`src/design/gsbl_pkg.sv`:
```
`timescale 1ns / 1ps
package gsbl_pkg;

  localparam int MAX_ROWS  = 512;
  localparam int MAX_COLS  = 512;
  localparam int FRAC_BITS = 16;
  localparam int ROW_W     = $clog2(MAX_ROWS);
  localparam int COL_W     = $clog2(MAX_COLS);
  localparam int CNT_W     = 10;
  localparam int DIV_W     = 32 + FRAC_BITS;
  localparam int PROD_W    = 33 + FRAC_BITS + 1;

  localparam logic [2:0] REG_ORIGIN_LAT = 3'd0;
  localparam logic [2:0] REG_ORIGIN_LON = 3'd1;
  localparam logic [2:0] REG_MAX_LAT    = 3'd2;
  localparam logic [2:0] REG_MAX_LON    = 3'd3;
  localparam logic [2:0] REG_STEP_LAT   = 3'd4;
  localparam logic [2:0] REG_STEP_LON   = 3'd5;
  localparam logic [2:0] REG_NUM_ROWS   = 3'd6;
  localparam logic [2:0] REG_NUM_COLS   = 3'd7;

  localparam logic OP_LOAD  = 1'b0;
  localparam logic OP_QUERY = 1'b1;

  typedef struct packed {
    logic               op;
    logic signed [31:0] query_lat;
    logic signed [31:0] query_lon;
    logic [8:0]         load_row;
    logic [8:0]         load_col;
    logic signed [31:0] load_value;
  } in_item_t;

  typedef struct packed {
    logic signed [31:0] shift;
    logic               inside_res;
  } out_item_t;

  typedef struct packed {
    logic signed [31:0] origin_lat;
    logic signed [31:0] origin_lon;
    logic signed [31:0] max_lat;
    logic signed [31:0] max_lon;
    logic [30:0]        step_lat;
    logic [30:0]        step_lon;
    logic [CNT_W-1:0]   num_rows;
    logic [CNT_W-1:0]   num_cols;
  } cfg_t;

  typedef enum logic [1:0] {
    JOB_LOAD,
    JOB_QUERY,
    JOB_OUTSIDE
  } kind_t;

  typedef struct packed {
    kind_t              kind;
    logic [ROW_W-1:0]   row;
    logic [COL_W-1:0]   col;
    logic signed [31:0] value;
    logic [31:0]        d_lat;
    logic [31:0]        d_lon;
  } job_t;

  function automatic logic signed [31:0] lerp_round(input logic signed [31:0] a,
                                                    input logic signed [PROD_W-1:0] p);
    logic signed [PROD_W-1:0] b;
    logic signed [PROD_W-1:0] s;
    b = p + (PROD_W'(1) <<< (FRAC_BITS - 1));
    s = (b >>> FRAC_BITS) + PROD_W'(a);
    return s[31:0];
  endfunction

endpackage

```
`src/design/gsbl_front.sv`:
```
`timescale 1ns / 1ps
module gsbl_front (
  input  logic               clk,
  input  logic               rst,
  input  gsbl_pkg::cfg_t     cfg,
  input  logic               in_valid,
  output logic               in_stall,
  input  gsbl_pkg::in_item_t in_item,
  output logic               push,
  input  logic               push_ready,
  output gsbl_pkg::job_t     push_job
);

  logic              fvalid;
  gsbl_pkg::job_t    job;
  gsbl_pkg::job_t    job_next;
  logic              accept;
  logic              outside;
  logic signed [32:0] d_lat;
  logic signed [32:0] d_lon;

  assign in_stall = fvalid && !push_ready;
  assign accept   = in_valid && !in_stall;
  assign push     = fvalid;
  assign push_job = job;

  always_comb begin
    outside = (in_item.query_lat < cfg.origin_lat) || (in_item.query_lat > cfg.max_lat) ||
              (in_item.query_lon < cfg.origin_lon) || (in_item.query_lon > cfg.max_lon);
    d_lat = 33'(in_item.query_lat) - 33'(cfg.origin_lat);
    d_lon = 33'(in_item.query_lon) - 33'(cfg.origin_lon);
    job_next.row   = in_item.load_row[gsbl_pkg::ROW_W-1:0];
    job_next.col   = in_item.load_col[gsbl_pkg::COL_W-1:0];
    job_next.value = in_item.load_value;
    job_next.d_lat = d_lat[31:0];
    job_next.d_lon = d_lon[31:0];
    if (in_item.op == gsbl_pkg::OP_LOAD) begin
      job_next.kind = gsbl_pkg::JOB_LOAD;
    end else if (outside) begin
      job_next.kind = gsbl_pkg::JOB_OUTSIDE;
    end else begin
      job_next.kind = gsbl_pkg::JOB_QUERY;
    end
  end

  always_ff @(posedge clk) begin
    if (rst) begin
      fvalid <= 1'b0;
    end else if (accept) begin
      fvalid <= 1'b1;
    end else if (push_ready) begin
      fvalid <= 1'b0;
    end
    if (accept) begin
      job <= job_next;
    end
  end

endmodule

```
`config.mk`:
```
export PLATFORM = sky130hd
export DESIGN_NAME = gsbl_front
export DESIGN_NICKNAME = d
export VERILOG_FILES = /design/src/design/gsbl_pkg.sv /design/src/design/gsbl_front.sv
export SDC_FILE = /design/constraint.sdc
export NUM_CORES = 1
export LEC_CHECK = 0
export ABC_CLOCK_PERIOD_IN_PS = 9900
export BUFFER_PORTS_ARGS = -buffer_cell sky130_fd_sc_hd__buf_2
export CAP_MARGIN = 20
export CORE_AREA = 10 10 164 166
export CTS_CLUSTER_SIZE = 10
export DETAILED_ROUTE_END_ITERATION = 8
export DIE_AREA = 0 0 174 176
export PLACE_DENSITY_LB_ADDON = 0.15
export SYNTH_ARGS = -nofsm -noshare
export SYNTH_HDL_FRONTEND = slang
export SYNTH_SLANG_ARGS = --single-unit
export TNS_END_PERCENT = 30
```
`constraint.sdc`:
```
create_clock -name clk -period 9.9 [get_ports clk]
set_clock_uncertainty 0.2 [all_clocks]
set_input_delay 1.98 -clock clk [delete_from_list [all_inputs] [get_ports clk]]
set_output_delay 1.98 -clock clk [all_outputs]
set_load 0.02 [all_outputs]
```
# Word-level counts from Yosys, hierarchy flattened
# Index checks and enable logic that the tools add are counted.
# totals
out_inout_bits,118
inputBits,329
ff_bits,117
elab_cells,24
# classes
n_reduce_logical,8
muxes,3
n_addsub,2
order_cmp,4
# op_table
cell,count
$gt A32 B32 Y1,2
$lt A32 B32 Y1,2
$sub A32 B32 Y32,2
$logic_or A1 B1 Y1,3
$logic_and A1 B1 Y1,2
$logic_not A1 Y1,2
$mux W1,2
$mux W2,1
$reduce_bool A2 Y1,1

# Depth between registers and ports, before layout
# logic_depth
ltp_word,5
mapped_depth,11
depth_no_buf,11

# Worst setup path after synthesis
# OpenSTA, ideal clock, no wires.
# synth_timing
kind,input port to flip-flop
from,input port push_ready
to,"register job, in the netlist push_job[0], enable pin"
required_time_ns,9.096
setup_time_ns,0.604
slack_ns,1.892
cell_stages,2
arrival_time_ns,7.204
n_path_buf,0
path_cell_list,nor2b_1 nor2b_1
# synth_between
elab_chain_len,4
# synth_lines
item,line,text
"start, declared",gsbl_front.sv:10,"input logic push_ready,"
$logic_not A1 Y1,gsbl_front.sv:22,assign in_stall = fvalid && !push_ready;
$logic_and A1 B1 Y1,gsbl_front.sv:22,
$logic_not A1 Y1,gsbl_front.sv:23,assign accept = in_valid && !in_stall;
$logic_and A1 B1 Y1,gsbl_front.sv:23,
net accept,gsbl_front.sv:17,logic accept;
"end signal, assigned",gsbl_front.sv:55,job <= job_next;
"end, declared",gsbl_front.sv:15,gsbl_pkg::job_t job;
# The timed path passes the listed nets, and every way through them passes these cells.
# A chain may end at the register's enable or synchronous reset.

# Final worst setup path
# layout_timing
from,input port push_ready
to,output port in_stall
# layout_between
elab_chain_len,2
# layout_lines
item,line,text
$logic_not A1 Y1,gsbl_front.sv:22,
$logic_and A1 B1 Y1,gsbl_front.sv:22,
"end, declared",gsbl_front.sv:7,"output logic in_stall,"
# Every way passes these cells.

==> out/qor.txt <==
Die Ht: 176 microns
DR vias/cell: 4.84
CTS tree: done
Area Overhead vs Synth: 31.7%
Die X: 174 microns
Num CTS Buffers: 17
Slew of the pin with the lowest slew margin: 0.781 ns
Critical path's slowest cell: nor2b_1
Die area: 30600 sq um
Most frequent cell after synthesis: inv_1
DRT Pass-1 Iters: 6
H-tree depth: 4
Synth area leader: edfxtp_1
Fill cells: 2339
Combinational power share: 28.4%
Cell Pwr Density: 148 nW/um^2
Setup bufs post-CTS: 0
CORE AREA: 23800 sq um
CTS root buffer: clkbuf_16
Initial Util: 36.9%
DPL Wire Length: 23.5 mm
Post-synth EDFFs: 116
CP arrival: 2.57 ns
CTS clk-pin slew, worst paths: 0.06 ns
Setup-failing EPs final: 0
Max VDD drop: 0.0932 mV
Wire per inst: 17.1 microns
CTS Buffer Depth: 2
Sink Count: 117
Iter 0 DRT Violations: 323
Nets: 1729
Top-area cell type share of the netlist area: 39.7%
Status: complete, no violations
Worst slew margin: 47.9%
Post_cts resized: 0
Routed Antenna Nets: 0
Gr ovfl total: 0
Critical path buffers and inverters: 2
Min cycle time layout: 4.75 ns
Worst Path Required: 7.72 ns
Synth async-reset ratio: 0%
Synth cell types: 59
Worst setup SP type: primary input
Flop pwr share: 36.4%
Final Hold Viols: 0
Synth Instances: 896
Final hold slack: 0.446 ns
Pint: 1.16 mW
Critical path fanouts, max: 3
Largest delay share family, worst path: buffers and inverters
LEAKAGE: 5.83 nW
Period utilization: 48.0%
Post-layout total power: 1.72 mW
Port Buffers: 364
Worst hold path type: reg2reg
Slowest stage delay, CP: 0.26 ns
Maximum operating frequency: 0.211 GHz
GRT Overall Usage: 17.3%
Mapped Area: 8780 sq um
Most numerous cell on the critical path: buf_2
Sequential element share of the synthesized area: 39.9%
Commonest cells in the netlist: inv_1, ha_1, edfxtp_1
Ys Warns: 0
Ys flop type: edfxtp_1
Setup Crit Path Kind: in2out
Final Max Tran Viols: 0
Syn nets: 1355
Fin area: 11600 sq um
Detailed-route via count: 7791
Net load switching power: 554 uW
Worst Setup End Kind: output port
Final WL: 27.6 mm
Mean post-synth cell area: 9.80 sq um
First-pass GRT wire length: 42.5 mm
Initial antenna violation count: 2
Placer Congestion: 0.849
DRC viols: 0
Crit path cell chain: buf_2 > nor2b_1 > buf_2
Switching Share: 32.3%
Area after DPL: 11000 sq um
Post-CTS Hold Fix Bufs: 0
Std cell rows: 57
Vias in the first global route: 8140
Yosys reg bits: 117
Largest net degree at the start of global routing: 59
Register cell area after layout: 3500 sq um
Multi-input gate area: 4670 sq um
RSZ-0062 raised after global routing: no
Ports: 447
Max cap viols: 0
Clk_lat worst skew: 0.41 ns
Layout cells sized above 1: 32.2%
Clock share of power: 35.1%
Total Neg Setup Slack: 0 ns
Area contributors post-synth: edfxtp_1, ha_1, inv_1
==> tightest hold or removal path, stage by stage (launching register included) <==
cell and delay [ns]:
dfxtp_1 0.30, nor2b_1 0.17, nor2_1 0.09, nor2_1 0.04
==> layout make-up <==
type / count / share of cell area (%)
clock inverters: 15 / 1.27
repair buffers: 366 / 15.9
clock buffers: 17 / 3.68
well taps: 324 / 3.50
multi-input cells: 615 / 40.4
diodes: 2 / 0.0433
flip-flops and latches: 117 / 30.3
inverters: 153 / 4.96
==> stage by stage <==
| step | util (%) | std cells | worst slack [ns] |
|---|---|---|---|
| CTS | 48.5 | 1607 | 5.14 |
| global route | 48.6 | 1608 | 5.12 |
| detailed placement | 46.1 | 1575 | 5.02 |
| floorplan | - | 896 | 1.89 |
| global placement | 46.1 | 1575 | 5.04 |
| finish | 48.6 | 1609 | 5.15 |
==> logic make-up (layout without fill, tap and decap cells) <==
| kind of cell | after synthesis | in the layout | share of synthesized area [%] |
|---|---|---|---|
| other | 0 | 2 | 0 |
| buffers and inverters | 164 | 551 | 7.01 |
| DFF | 117 | 117 | 39.9 |
| and+or+nand+nor | 189 | 189 | 10.4 |
| adders and majority gates | 130 | 130 | 18.7 |
| AOI/OAI and AO/OA | 243 | 243 | 18.7 |
| xor gates and xnor gates | 53 | 53 | 5.28 |
==> path summary, 6_finish.rpt <==
path / from / end / slack (ns) / cells after the start
worst max-delay path: push_ready / in_stall / 5.15 / 3
worst min-delay path: push / push / 0.45 / 3
worst max register to register: push / push_job[47] / 7.76 / 3
worst min register to register: push / push / 0.45 / 3
==> power by group through the flow <==
stage	clock network, mW	registers, mW	logic (mW)
2_1_floorplan	0	0.702	0.254
3_3_place_gp	0	0.635	0.484
3_5_place_dp	0	0.636	0.491
4_1_cts	0.622	0.626	0.492
5_1_grt	0.648	0.629	0.543
6_report	0.603	0.625	0.488
==> state kept, by name, summed over array words and instances, names as in the netlist <==
signal    count
push_job    116
push          1
==> cell usage in the layout (no fill, tap or decap), types with 11 or more instances in the layout <==
cell type    n
buf_2      364
xnor2_1     42
a21oi_1     72
nand2_1     48
ha_1       128
xor2_1      11
inv_1      153
o21ai_0     28
clkbuf_16   17
edfxtp_1   116
nand4_1     15
nor2_1      43
o21ai_1     12
and3_1      11
a21o_1      34
nor3_1      11
nand3_1     26
o21bai_1    14
==> per-layer routing <==
metal  global-route usage, %  part of all wire, %  vias up
li1                        -                    -     3992
met2                    30.2                   50      235
met3                    4.70                  6.1       18
met5                       0                    0        -
met1                    20.7                   43     3546
met4                    4.70                  1.4        0
(Power assumes the default switching activity.)
