### src/design/gsbl_pkg.sv
`timescale 1ns / 1ps
package gsbl_pkg;

  localparam int MAX_ROWS  = 512;
  localparam int MAX_COLS  = 512;
  localparam int FRAC_BITS = 16;
  localparam int ROW_W     = $clog2(MAX_ROWS);
  localparam int COL_W     = $clog2(MAX_COLS);
  localparam int CNT_W     = 10;
  localparam int DIV_W     = 32 + FRAC_BITS;
  localparam int PROD_W    = 33 + FRAC_BITS + 1;

  localparam logic [2:0] REG_ORIGIN_LAT = 3'd0;
  localparam logic [2:0] REG_ORIGIN_LON = 3'd1;
  localparam logic [2:0] REG_MAX_LAT    = 3'd2;
  localparam logic [2:0] REG_MAX_LON    = 3'd3;
  localparam logic [2:0] REG_STEP_LAT   = 3'd4;
  localparam logic [2:0] REG_STEP_LON   = 3'd5;
  localparam logic [2:0] REG_NUM_ROWS   = 3'd6;
  localparam logic [2:0] REG_NUM_COLS   = 3'd7;

  localparam logic OP_LOAD  = 1'b0;
  localparam logic OP_QUERY = 1'b1;

  typedef struct packed {
    logic               op;
    logic signed [31:0] query_lat;
    logic signed [31:0] query_lon;
    logic [8:0]         load_row;
    logic [8:0]         load_col;
    logic signed [31:0] load_value;
  } in_item_t;

  typedef struct packed {
    logic signed [31:0] shift;
    logic               inside_res;
  } out_item_t;

  typedef struct packed {
    logic signed [31:0] origin_lat;
    logic signed [31:0] origin_lon;
    logic signed [31:0] max_lat;
    logic signed [31:0] max_lon;
    logic [30:0]        step_lat;
    logic [30:0]        step_lon;
    logic [CNT_W-1:0]   num_rows;
    logic [CNT_W-1:0]   num_cols;
  } cfg_t;

  typedef enum logic [1:0] {
    JOB_LOAD,
    JOB_QUERY,
    JOB_OUTSIDE
  } kind_t;

  typedef struct packed {
    kind_t              kind;
    logic [ROW_W-1:0]   row;
    logic [COL_W-1:0]   col;
    logic signed [31:0] value;
    logic [31:0]        d_lat;
    logic [31:0]        d_lon;
  } job_t;

  function automatic logic signed [31:0] lerp_round(input logic signed [31:0] a,
                                                    input logic signed [PROD_W-1:0] p);
    logic signed [PROD_W-1:0] b;
    logic signed [PROD_W-1:0] s;
    b = p + (PROD_W'(1) <<< (FRAC_BITS - 1));
    s = (b >>> FRAC_BITS) + PROD_W'(a);
    return s[31:0];
  endfunction

endpackage

### src/design/gsbl_queue.sv
`timescale 1ns / 1ps
module gsbl_queue (
  input  logic           clk,
  input  logic           rst,
  input  logic           push,
  output logic           push_ready,
  input  gsbl_pkg::job_t push_job,
  output logic           pop_valid,
  input  logic           pop,
  output gsbl_pkg::job_t pop_job
);

  gsbl_pkg::job_t entry [2];
  logic           wr_ptr;
  logic           rd_ptr;
  logic [1:0]     count;
  logic           do_push;
  logic           do_pop;

  assign push_ready = (count != 2'd2);
  assign pop_valid  = (count != 2'd0);
  assign pop_job    = entry[rd_ptr];
  assign do_push    = push && push_ready;
  assign do_pop     = pop && pop_valid;

  always_ff @(posedge clk) begin
    if (rst) begin
      wr_ptr <= 1'b0;
      rd_ptr <= 1'b0;
      count  <= 2'd0;
    end else begin
      if (do_push) begin
        wr_ptr <= !wr_ptr;
      end
      if (do_pop) begin
        rd_ptr <= !rd_ptr;
      end
      if (do_push && !do_pop) begin
        count <= count + 2'd1;
      end else if (do_pop && !do_push) begin
        count <= count - 2'd1;
      end
    end
    if (do_push) begin
      entry[wr_ptr] <= push_job;
    end
  end

endmodule

### config.mk
export PLATFORM = sky130hd
export DESIGN_NAME = gsbl_queue
export DESIGN_NICKNAME = d
export VERILOG_FILES = /design/src/design/gsbl_pkg.sv /design/src/design/gsbl_queue.sv
export SDC_FILE = /design/constraint.sdc
export NUM_CORES = 1
export LEC_CHECK = 0
export BUFFER_PORTS_ARGS = -buffer_cell sky130_fd_sc_hd__buf_2
export CORE_AREA = 2 2 136 138
export CTS_CLUSTER_SIZE = 8
export DETAILED_ROUTE_END_ITERATION = 16
export DIE_AREA = 0 0 138 140
export GPL_ROUTABILITY_DRIVEN = 0
export GPL_TIMING_DRIVEN = 0
export PLACE_DENSITY = 0.86
export SYNTH_ARGS = -nofsm -noshare
export SYNTH_HDL_FRONTEND = slang
export SYNTH_SLANG_ARGS = --single-unit
### constraint.sdc
create_clock -name clk -period 5.1 [get_ports clk]
set_input_delay 0.255 -clock clk [delete_from_list [all_inputs] [get_ports clk]]
set_output_delay 0.255 -clock clk [all_outputs]
set_load 0.1 [all_outputs]
# Word-level counts from Yosys, hierarchy flattened
# Memories as Yosys holds them, arrays and structs flattened. A register that Yosys moved wholly into a read port is not among the register bits.
# Cells that the tools add are included.
# W data, S select, Z words.
[classes] addsub=2 eq_ne=1 muxes=6 reduce_logical=10
[op_table] operator="$logic_and A1 B1 Y1" count=4
[op_table] operator="$logic_not A1 Y1" count=4
[op_table] operator="$mux W1" count=4
[op_table] operator="$mux W2" count=2
[op_table] operator="$reduce_bool A2 Y1" count=2
[op_table] operator="$add A2 B1 Y2 const B" count=1
[op_table] operator="$ne A2 B2 Y1 const B" count=1
[op_table] operator="$sub A2 B1 Y2 const B" count=1
[totals] reg_bits=4 ramBits=232 input_bits=120 memories=1
[memory_table] name="entry" words=2 width=116 rd=1 rd_ports_with_merged_regs=1 write_ports=1 line_no="gsbl_queue.sv:13" text="gsbl_pkg::job_t entry [2];"

# Logic depth before layout (Yosys ltp)
# Gate-level depths: netlist of the first run.
[depth] depth_word=6 ltp_mapped=6 depth_no_buf=6

# Least setup slack after synthesis of the first run
# Ideal clock, no wire load.
[synth_path] kind="register to register" startpoint="register count[0]" endpoint="memory entry[1][0] (netlist name) (enable)" t_arrival_ns=4.093 t_required_ns=4.611 setup_slack_ns=0.518 path_stages_with_launch=3 period_less_slack_ns=4.582 path_cell_list="dfxtp_1 nand2b_1 and3_1"
[synth_between] elab_chain_len=4
[synth_lines] item="start, declared" line_no="gsbl_queue.sv:16" text="logic [1:0] count;"
[synth_lines] item="start signal, assigned" line_no="gsbl_queue.sv:39" text="count <= count + 2'd1;"
[synth_lines] item="start signal, assigned" line_no="gsbl_queue.sv:41" text="count <= count - 2'd1;"
[synth_lines] item="$ne A2 B2 Y1" line_no="gsbl_queue.sv:20" text="assign push_ready = (count != 2'd2);"
[synth_lines] item="net push_ready" line_no="gsbl_queue.sv:6" text="output logic push_ready,"
[synth_lines] item="$logic_and A1 B1 Y1" line_no="gsbl_queue.sv:23" text="assign do_push = push && push_ready;"
[synth_lines] item="$mux W1" line_no="gsbl_queue.sv:44" text="if (do_push) begin"
[synth_lines] item="$mux W1 (implied by the code)" line_no="gsbl_queue.sv:45" text="entry[wr_ptr] <= push_job;"
[synth_lines] item="end, declared" line_no="gsbl_queue.sv:13"
# The timed path passes the listed nets, and every way through them passes these cells.

# Final worst setup path of the first run
[layout_path] startpoint="register count[0]" endpoint="memory entry[0][67] (netlist name) (enable)"
[layout_between] elab_chain_len=4
[layout_lines] item="$ne A2 B2 Y1" line_no="gsbl_queue.sv:20"
[layout_lines] item="$logic_and A1 B1 Y1" line_no="gsbl_queue.sv:23"
[layout_lines] item="$mux W1" line_no="gsbl_queue.sv:44"
[layout_lines] item="$mux W1 (implied by the code)" line_no="gsbl_queue.sv:45"
# Every way passes these cells.

==> results of run 1 <==
==> stage by stage <==
step           instance area (um^2)  power [W]  worst slack [ps]  utilization, %
2_1_floorplan                  8750    0.00547               518               -
4_1_cts                       12400    0.00801              2820            69.7
6_report                      12400    0.00797              2850            69.7
3_5_place_dp                  10300    0.00595              2920            57.8
3_3_place_gp                  10200    0.00591               144            57.5
5_1_grt                       12400    0.00821              2710            69.7
==> worst paths after layout <==
check	start	end	slack (ps)	cells after the start
setup / recovery	count[0]	entry[0][67]	2850	4
hold / removal	push	wr_ptr	120	3
setup reg to reg	count[0]	entry[0][67]	2850	4
hold reg to reg	rd_ptr	rd_ptr	510	2
==> synth_stat cells (all sizes together), types with 2 or more instances <==
library cell,count
buf,13
mux2,116
xor2,3
o21ai,2
edfxtp,232
a21oi,2
nor2,3
dfxtp,5
==> report_power, final <==
part,leakage [nW],switching [W],internal (W),total (W)
Clock,0.456,0.000748,0.00123,0.00197
Sequential,2.21,0.0000677,0.00244,0.00251
Combinational,2.14,0.00276,0.000727,0.00349
Total,4.80,0.00358,0.00440,0.00797
==> layer usage <==
layer / global-route usage [%] / vias up
li1: - / 2316
met1: 20.1 / 2476
met2: 37.1 / 215
met3: 5.98 / 62
met4: 8.43 / 0
met5: 0 / -
==> cells by family (layout without fill, tap and decap cells) <==
| kind of cell | Yosys count | count (layout) |
|---|---|---|
| buffers and inverters | 14 | 415 |
| multiplexers | 116 | 116 |
| other | 0 | 1 |
| flip-flops | 237 | 237 |
| AND/OR/NAND/NOR | 9 | 9 |
| adder cells (fa/ha/maj) | 1 | 1 |
| XOR/XNOR | 3 | 3 |
| AO/OA/AOI/OAI | 5 | 5 |
==> sequential cells by signal, summed over array words and instances (netlist names), named ones only <==
register / cells
entry: 232
count: 2
rd_ptr: 1
wr_ptr: 1
==> worst max-delay path, cell delays in order, from the launching register on <==
cell	delay, ps
dfxtp_1	400
nand2b_1	240
nand3b_1	190
inv_4	670
buf_16	330
==> area by class of cell <==
| cell class | instances | area, um^2 |
|---|---|---|
| Sequential cell | 237 | 7070 |
| Fill cell | 1109 | 5390 |
| Timing Repair Buffer | 356 | 2410 |
| Multi-Input combinational cell | 134 | 1580 |
| Clock buffer | 41 | 898 |
| Tap cell | 229 | 287 |
| Buffer | 13 | 103 |
| Clock inverter | 4 | 31.3 |
| Inverter | 1 | 6.26 |
| Antenna cell | 1 | 2.50 |
==> what timing repair did <==
action,4_1_cts,5_1_grt
endpoints found under the hold margin,237,0
resized for setup,0,0
hold buffers,117,0
==> summary.txt, run 1 <==
Hold path
  • HP Class: input port to register

Finish
  • Commonest non-fill, non-tap cell in the layout: buf_2
  • Layout cells sized above 1: 52.3%
  • Finished Layout Cells: a little over 1000
  • Area Growth Syn to Fin: 41.6%
  • Nets: about 900
  • Most frequent cells in the layout: 244 x buf_2, 232 x edfxtp_1, 117 x dlygate4sd3_1

Yosys
  • Largest family of logic cells by synthesized area: multiplexers
  • Register area share after synthesis: 80.8%
  • Synthesized area: a little under 9000 um^2
  • Mux share of post-synthesis cell area: roughly 17%
  • Syn Nets: 506
  • Post-synth EDFFs: 232
  • Async set-or-reset flop fraction in the synthesized netlist: 0%
  • Yosys reg bits: around 240
  • Synth Area in Adders: 0.143%
  • Post-synth top flop: edfxtp_1
  • Average size of a mapped cell: about 23 um^2
  • Synth area leaders: edfxtp_1 80%, mux2_2 9.8%, mux2_4 6.9%
  • Synth Area in Compound Gates: 0.343%
  • Ys Warns: 0
  • Mapped Cells: between 300 and 400
  • XOR/XNOR Fraction of Synth Area: less than 1%
  • Simple-Gate Fraction of Synth Area: less than 1%
  • Yosys cell types: 19
  • Area leader, netlist: edfxtp_1
  • Post-synth top area share: approximately 80%

Global route
  • Vias in the first global route: ~5800
  • GR Util All Layers: just under 20%
  • GRT overflow: 0
  • First-pass GRT wire length: a little under 30000 um
  • Largest net degree at the start of global routing: 65
  • Initial antenna violation count: 1

Run status
  • Status: finished, final reports clean

Timing
  • Clock skew: between 15 and 20 ps
  • Slew @ Worst Pin: 925 ps
  • Achievable Freq: around 0.44 GHz
  • Crit path time final: around 2300 ps
  • RSZ-0062 raised after global routing: no
  • # setup viols final: 0
  • Hold_ws: 122 ps
  • Hold Fails Final Rpt: 0
  • Max-slew violations: 0
  • Slew HR: 38.4%
  • Final period utilization: about 44%
  • Setup tns final: 0 ps

Clock tree
  • Post-CTS setup buffers: 0
  • Clk Latency, worst-skew pair: about 500 ps
  • # H-tree levels: 2
  • CTS tree: done
  • Total CTS buffers: 35
  • Root Buffer: clkbuf_16
  • Clock-pin slew on the worst setup and hold paths: roughly 50 ps
  • Clock buffer depth: 3
  • Clk sinks: ~240

Routing
  • DRT iter0 DRCs: 220
  • Vias per cell: between 4 and 5
  • Metal3 WL: between 1000 and 1500 um
  • Met1 Routed Length: between 6000 and 7000 um
  • Vias: just over 5000
  • Routed length on met2: between 10000 and 15000 um
  • Post-route ant nets: 0
  • DR top layer: met4
  • Drt wl/cell: 19.1 um
  • 1st-pass router iterations: 4
  • Routed WL: about 19000 um
  • Post-route DRC: 0

Place
  • Placed cells: 853
  • Dpl hpwl: about 11000 um
  • PortBufs: between 200 and 250

Die
  • CORE AREA: between 15000 and 20000 um^2
  • Full die area: approximately 19000 um^2
  • Rows: slightly below 50
  • Chip height: between 100 and 150 um
  • Chip width: about 140 um
  • Initial Util: between 40% and 50%
  • Top Ports: between 200 and 250

Power and ir drop
  • PD cells: around 640 nW/um^2
  • P_leak: between 4 and 5 nW
  • VDD IR max: just over 500 uV

Setup path
  • Required time of the worst setup path: between 5000 and 6000 ps
  • Critical path class: register to register
  • CP Max Fanout: 64
  • Critical path arrival: between 2000 and 2500 ps
  • CP Capture Type: register
  • Worst Setup Start Kind: register

Run
  • Maxcap violations: 0
Note: power is estimated with default switching activity, not from simulation.
==> run 2: changes to the inputs <==
--- a/config.mk
+++ b/config.mk
@@ -6,10 +6,10 @@
 export NUM_CORES = 1
 export LEC_CHECK = 0
 export BUFFER_PORTS_ARGS = -buffer_cell sky130_fd_sc_hd__buf_2
-export CORE_AREA = 2 2 136 138
+export CORE_AREA = 2 2 140 142
 export CTS_CLUSTER_SIZE = 8
 export DETAILED_ROUTE_END_ITERATION = 16
-export DIE_AREA = 0 0 138 140
+export DIE_AREA = 0 0 142 144
 export GPL_ROUTABILITY_DRIVEN = 0
 export GPL_TIMING_DRIVEN = 0
 export PLACE_DENSITY = 0.86
==> constraint.sdc (replaced) <==
create_clock -name clk -period 1.95 [get_ports clk]
set_input_delay 0.0975 -clock clk [delete_from_list [all_inputs] [get_ports clk]]
set_output_delay 0.0975 -clock clk [all_outputs]
set_load 0.1 [all_outputs]
==> run 2 against run 1 <==
Via count grew 2.7%. Non-clock buffer count grew 9. Cell count grew 2.0%. Clock skew shrank 5.8 ps. First-iteration DRC count grew 1.4%. Combinational power grew to 3.1 times the previous value. Sequential share of layout area shrank 4.5 points. Wire length grew 14%. Utilization grew 0.89 points. Die area grew 5.8%. Design area grew 8.7%. Largest cell class unchanged. Highest routed layer unchanged.
==> summary.txt, run 2 (same netlist as run 1, synthesis figures left out) <==
Power and ir drop
  • PD cells: 1690 nW/um^2 (was 644 nW/um^2)
  • Internal power: 0.0130 W (was 0.00440 W)
  • Seq pwr share: 28.9% (was 31.5%)
  • Pwr Total: 0.0227 W (was 0.00797 W)
  • Clock power frac: 23.2% (was 24.8%)
  • Sw Ratio: 42.8% (was 44.9%)
  • P_leak: 5.18 nW (was 4.80 nW)
  • VDD IR max: 1360 uV (was 512 uV)
  • NetSw: 0.00973 W (was 0.00358 W)
  • Logic gate share of total power: 47.9% (was 43.8%)

Finish
  • Commonest non-fill, non-tap cell in the layout: edfxtp_1 (was buf_2)
  • Final Cell Area: 13500 um^2 (was 12400 um^2)
  • Top reg by flops: entry (unchanged)
  • Layout cells sized above 1: 53.1% (was 52.3%)
  • Area Growth Syn to Fin: 53.9% (was 41.6%)
  • Most frequent cells in the layout: 232 x edfxtp_1, 122 x buf_2, 118 x dlygate4sd3_1 (was 244 x buf_2, 232 x edfxtp_1, 117 x dlygate4sd3_1)
  • Nets: 910 (was 899)
  • Number of flip-flops under the largest register name: 232 (unchanged)
  • Largest registers: entry: 232 flops, count: 2 flops (unchanged)

Setup path
  • Worst path cell trace: clkbuf_16, buf_12, clkbuf_16, mux2_4, buf_12 (was nand2b_1, nand3b_1, inv_4, buf_16)
  • Worst R2R Setup Slack: 80 ps (was 2850 ps)
  • Bufs and invs on worst path: 4 (was 2)
  • Worst Setup Start Kind: register (unchanged)
  • Critical path class: register to primary output (was register to register)
  • Critical path arrival: 1830 ps (was 2400 ps)
  • CP Max Fanout: 7 (was 64)
  • CP Capture Type: primary output (was register)
  • Crit-path slowest cell: dfxtp_4 (was inv_4)
  • Family with the most delay on the worst path: buffers and inverters (unchanged)
  • Crit path largest cell delay: 370 ps (was 670 ps)
  • Required time of the worst setup path: 1850 ps (was 5250 ps)

Global route
  • Initial antenna violation count: 2 (was 1)
  • Largest net degree at the start of global routing: 51 (was 65)
  • GRT overflow: 0 (unchanged)
  • First-pass GRT wire length: 29700 um (about the same)
  • Vias in the first global route: 5637 (was 5818)
  • GR Util All Layers: 19.3% (was 19.6%)

Die
  • Rows: 51 (was 49)
  • Initial Util: 45.9% (was 49.2%)
  • CORE AREA: 19100 um^2 (was 17800 um^2)
  • Full die area: 20400 um^2 (was 19300 um^2)
  • Top Ports: 238 (unchanged)
  • Chip width: 142 um (was 138 um)
  • Chip height: 144 um (was 140 um)

Timing
  • Achievable Freq: roughly 0.52 GHz
  • Final period utilization: a little over nine tenths
  • Hold Fails Final Rpt: 0 (unchanged)
  • RSZ-0062 raised after global routing: yes (was no)
  • Slew HR: 62.6% (was 38.4%)
  • # setup viols final: 0 (unchanged)
  • Clock skew: 13.6 ps (was 19.4 ps)
  • Setup WS post-layout: 20.2 ps (was 2850 ps)
  • Slew @ Worst Pin: 557 ps (was 925 ps)
  • Max-slew violations: 0 (unchanged)
  • Crit path time final: ~1900 ps

Place
  • Dpl cell area: 10400 um^2 (was 10300 um^2)
  • Dpl hpwl: 11300 um (was 11400 um)
  • Dpl ws: -75.6 ps (was 2920 ps)
  • PortBufs: 237 (unchanged)

Clock tree
  • Clock-pin slew on the worst setup and hold paths: 40 ps (was 50 ps)
  • CTS tree: done (unchanged)
  • Clk Latency, worst-skew pair: 480 ps (was 490 ps)
  • # H-tree levels: 2 (unchanged)
  • Total CTS buffers: 35 (unchanged)
  • Clock buffer depth: 3 (unchanged)
  • Clk sinks: 237 (unchanged)
  • Root Buffer: clkbuf_16 (unchanged)

Run
  • Maxcap violations: 0 (unchanged)

Routing
  • Post-route DRC: 0 (unchanged)
  • Drt wl/cell: 21.4 um (was 19.1 um)
  • 1st-pass router iterations: 4 (unchanged)
  • Post-route ant nets: 0 (unchanged)
  • DRT iter0 DRCs: 223 (was 220)
  • Vias per cell: 5.02 (was 4.99)
  • Vias: 5205 (was 5069)
  • Routed WL: 22200 um (was 19400 um)

Run status
  • Status: finished, final reports clean (unchanged)

Hold path
  • HP Class: input port to register (unchanged)
run 2: changes by cell type in the layout (fill, tap and decap cells not counted), sizes merged:
cell / previous run / this run
clkbuf: 41 / 51
diode: 1 / 2
inv: 4 / 0
clkinvlp: 0 / 2
dlygate4sd3: 117 / 118
and3: 1 / 2
run 2: final timing paths:
path / start / end / depth (start not counted)
max: register / pop_job[90] / 5
min: pop / register / 4
max reg2reg: count[0] / entry[1][69] / 4
min reg2reg: rd_ptr / register / 2
run 2: power by group through the flow:
stage / Sequential (W) / Combinational (W) / Clock, W
after global placement: 0.00666 / 0.00884 / 0
after global routing: 0.00663 / 0.0112 / 0.00560
final: 0.00658 / 0.0109 / 0.00527
after floorplan: 0.00662 / 0.00768 / 0
after CTS: 0.00654 / 0.00983 / 0.00532
after detailed placement: 0.00663 / 0.00901 / 0
run 2: worst min-delay path, cell delays in order:
cell and delay, ps:
buf_2 100, o21ai_0 150, xor2_1 120, nor2_1 80
run 2: metrics by stage:
stage / utilization, % / instances / hold WS [ps] / setup TNS, ps
2_1_floorplan: - / 385 / 162 / -198890
3_3_place_gp: 53.7 / 860 / 284 / -350160
3_5_place_dp: 54.3 / 865 / 289 / -4640
4_1_cts: 67.5 / 1030 / 45.5 / -40.6
5_1_grt: 70.6 / 1036 / 109 / -1410
6_report: 70.6 / 1036 / 115 / 0
run 2: final cells by class:
cell class	instances	area (um^2)
fillers	1123	5620
diodes	2	5.00
inverters	1	7.51
multi-input cells	135	1600
repair buffers	365	3350
repair inverters	1	5.00
plain buffers	13	171
well taps	238	298
clock buffers	43	948
flip-flops and latches	237	7070
clock inverters	1	5.00
run 2: timing repair:
item	CTS	global route
buffers inserted	1	0
hold endpoints to repair	237	0
gates resized for setup	123	171
gates cloned	2	4
pin swaps	1	0
endpoints found under the setup margin	184	107
hold buffers	118	0
run 2: per-layer routing:
layer / track usage (%) / share of wire [%] / up-vias
met5: 0 / 0 / -
met4: 8.11 / 2.2 / 0
met3: 5.46 / 7.1 / 36
met2: 36.2 / 56 / 240
met1: 20.2 / 35 / 2587
li1: - / - / 2342
==> run 3: changes to the inputs <==
--- a/config.mk
+++ b/config.mk
@@ -12,7 +12,7 @@
 export DIE_AREA = 0 0 142 144
 export GPL_ROUTABILITY_DRIVEN = 0
 export GPL_TIMING_DRIVEN = 0
-export PLACE_DENSITY = 0.86
+export PLACE_DENSITY = 0.8
 export SYNTH_ARGS = -nofsm -noshare
 export SYNTH_HDL_FRONTEND = slang
 export SYNTH_SLANG_ARGS = --single-unit
==> run 3 against run 2 <==
First-iteration DRC count rose by 19%. Clock-buffer cell count rose by 6. Clock skew barely moved. Utilization fell by 2.4 points. Total power fell by 3.5%. Sequential cell count did not move. Wire length fell by 7.4%. Sequential power barely moved. Setup slack improved by 18 ps. Register-to-register slack improved by 60 ps.
==> summary.txt, run 3 (same netlist as run 1, synthesis figures left out) <==
Run status
  • Status: finished, final reports clean (unchanged)

Finish
  • Finished Layout Cells: 1037 (was 1036)
  • Top reg by flops: entry (unchanged)
  • Layout cells sized above 1: 52.4% (was 53.1%)
  • Largest registers: entry: 232 flops, count: 2 flops (unchanged)
  • Area Growth Syn to Fin: 48.6% (was 53.9%)
  • Nets: 906 (was 910)
  • Number of flip-flops under the largest register name: 232 (unchanged)
  • Commonest non-fill, non-tap cell in the layout: edfxtp_1 (unchanged)
  • Most frequent cells in the layout: 232 x edfxtp_1, 126 x buf_2, 118 x dlygate4sd3_1 (was 232 x edfxtp_1, 122 x buf_2, 118 x dlygate4sd3_1)

Global route
  • GR Util All Layers: 19.0% (was 19.3%)
  • First-pass GRT wire length: 29600 um (was 29700 um)
  • Vias in the first global route: 5573 (was 5637)
  • Initial antenna violation count: 0 (was 2)
  • GRT overflow: 0 (unchanged)
  • Largest net degree at the start of global routing: 65 (was 51)

Timing
  • Final period utilization: 98.0% (was 99.0%)
  • # setup viols final: 0 (unchanged)
  • Setup tns final: 0 ps (unchanged)
  • Max-slew violations: 0 (unchanged)
  • Crit path time final: 1910 ps (was 1930 ps)
  • Hold Fails Final Rpt: 0 (unchanged)
  • Slew @ Worst Pin: 642 ps (was 557 ps)
  • RSZ-0062 raised after global routing: yes (unchanged)
  • Slew HR: 57.2% (was 62.6%)
  • Achievable Freq: 0.523 GHz (was 0.518 GHz)
  • Clock skew: 13.6 ps (about the same)
  • Setup WS post-layout: 38.7 ps (was 20.2 ps)

Place
  • PortBufs: 237 (unchanged)
  • Placed cells: 864 (was 865)
  • Dpl hpwl: 11100 um (was 11300 um)
  • Dpl ws: -76.0 ps (was -75.6 ps)

Routing
  • Post-route DRC: 0 (unchanged)
  • Routed WL: 20500 um (was 22200 um)
  • Vias: 5138 (was 5205)
  • Drt wl/cell: 19.8 um (was 21.4 um)
  • Vias per cell: 4.95 (was 5.02)
  • DRT iter0 DRCs: 266 (was 223)
  • 1st-pass router iterations: 4 (unchanged)
  • Post-route ant nets: 0 (unchanged)

Clock tree
  • Clk Latency, worst-skew pair: 490 ps (was 480 ps)
  • CTS tree: done (unchanged)
  • Clock buffer depth: 3 (unchanged)
  • Total CTS buffers: 35 (unchanged)
  • # H-tree levels: 2 (unchanged)
  • Clock-pin slew on the worst setup and hold paths: 50 ps (was 40 ps)
  • Clk sinks: 237 (unchanged)
  • Root Buffer: clkbuf_16 (unchanged)

Die
  • Full die area: 20400 um^2 (unchanged)
  • Rows: 51 (unchanged)
  • Chip height: 144 um (unchanged)
  • Top Ports: 238 (unchanged)
  • Chip width: 142 um (unchanged)
  • Initial Util: 45.9% (unchanged)
  • CORE AREA: 19100 um^2 (unchanged)

Hold path
  • HP Class: input port to register (unchanged)

Power and ir drop
  • PD cells: 1690 nW/um^2 (about the same)
  • VDD IR max: 1520 uV (was 1360 uV)
  • Pwr Total: 0.0219 W (was 0.0227 W)
  • P_leak: 5.01 nW (was 5.18 nW)

Setup path
  • Required time of the worst setup path: 1850 ps (about the same)
  • CP Capture Type: primary output (unchanged)
  • Critical path arrival: 1810 ps (was 1830 ps)
  • CP Max Fanout: 10 (was 7)
  • Critical path class: register to primary output (unchanged)
  • Worst Setup Start Kind: register (unchanged)

Run
  • Maxcap violations: 0 (unchanged)
==> run 3: cell count changes in the layout (fill, tap and decap cells not counted), sizes merged <==
cell,before,now
buf,252,250
clkbuf,51,56
clkinvlp,2,1
diode,2,1
==> run 3: worst paths after layout <==
kind            start  slack, ps  cells past startpoint      endpoint
max          register         40                      4   pop_job[62]
min               pop        100                      4      register
max reg2reg  count[0]        140                      3  entry[1][82]
min reg2reg    rd_ptr        520                      2      register
==> run 3: routing by layer <==
layer | part of all wire, % | track usage (%)
met1 | 37 | 20.8
met2 | 55 | 34.7
met3 | 5.8 | 5.53
met4 | 2.4 | 7.53
met5 | 0 | 0
==> run 3: power by group <==
group | internal, W | switching (W)
combinational | 0.00263 | 0.00740
clock | 0.00340 | 0.00194
sequential | 0.00638 | 0.000181
total | 0.0124 | 0.00952
==> run 3: timing repair <==
item                                    4_1_cts  5_1_grt
gates resized for setup                      64      148
hold endpoints to repair                    237        0
pin swaps                                     1        0
gates cloned                                  1        0
hold buffers                                118        0
endpoints found under the setup margin      205      107
setup buffers                                 3        0
==> run 3: critical path, cell delays in order (launching register included) <==
cell and delay, ps:
dfxtp_1 320, buf_6 150, clkbuf_4 240, mux2_2 370
buf_4 240
==> run 3: final cells by class <==
class	instances	area (um^2)
Clock buffer	49	971
Sequential cell	237	7070
Inverter	1	7.51
Buffer	13	149
Tap cell	238	298
Multi-Input combinational cell	135	1600
Fill cell	1146	6080
Timing Repair Buffer	362	2910
Clock inverter	1	5.00
Antenna cell	1	2.50
==> run 3: metrics by stage <==
| stage | utilization (%) | instance area (um^2) | hold slack, ps |
|---|---|---|---|
| after floorplan | - | 8760 | 162 |
| after global placement | 53.7 | 10200 | 284 |
| after detailed placement | 54.2 | 10300 | 288 |
| after CTS | 66.5 | 12700 | 74.9 |
| after global routing | 68.1 | 13000 | 121 |
| final | 68.1 | 13000 | 99.1 |
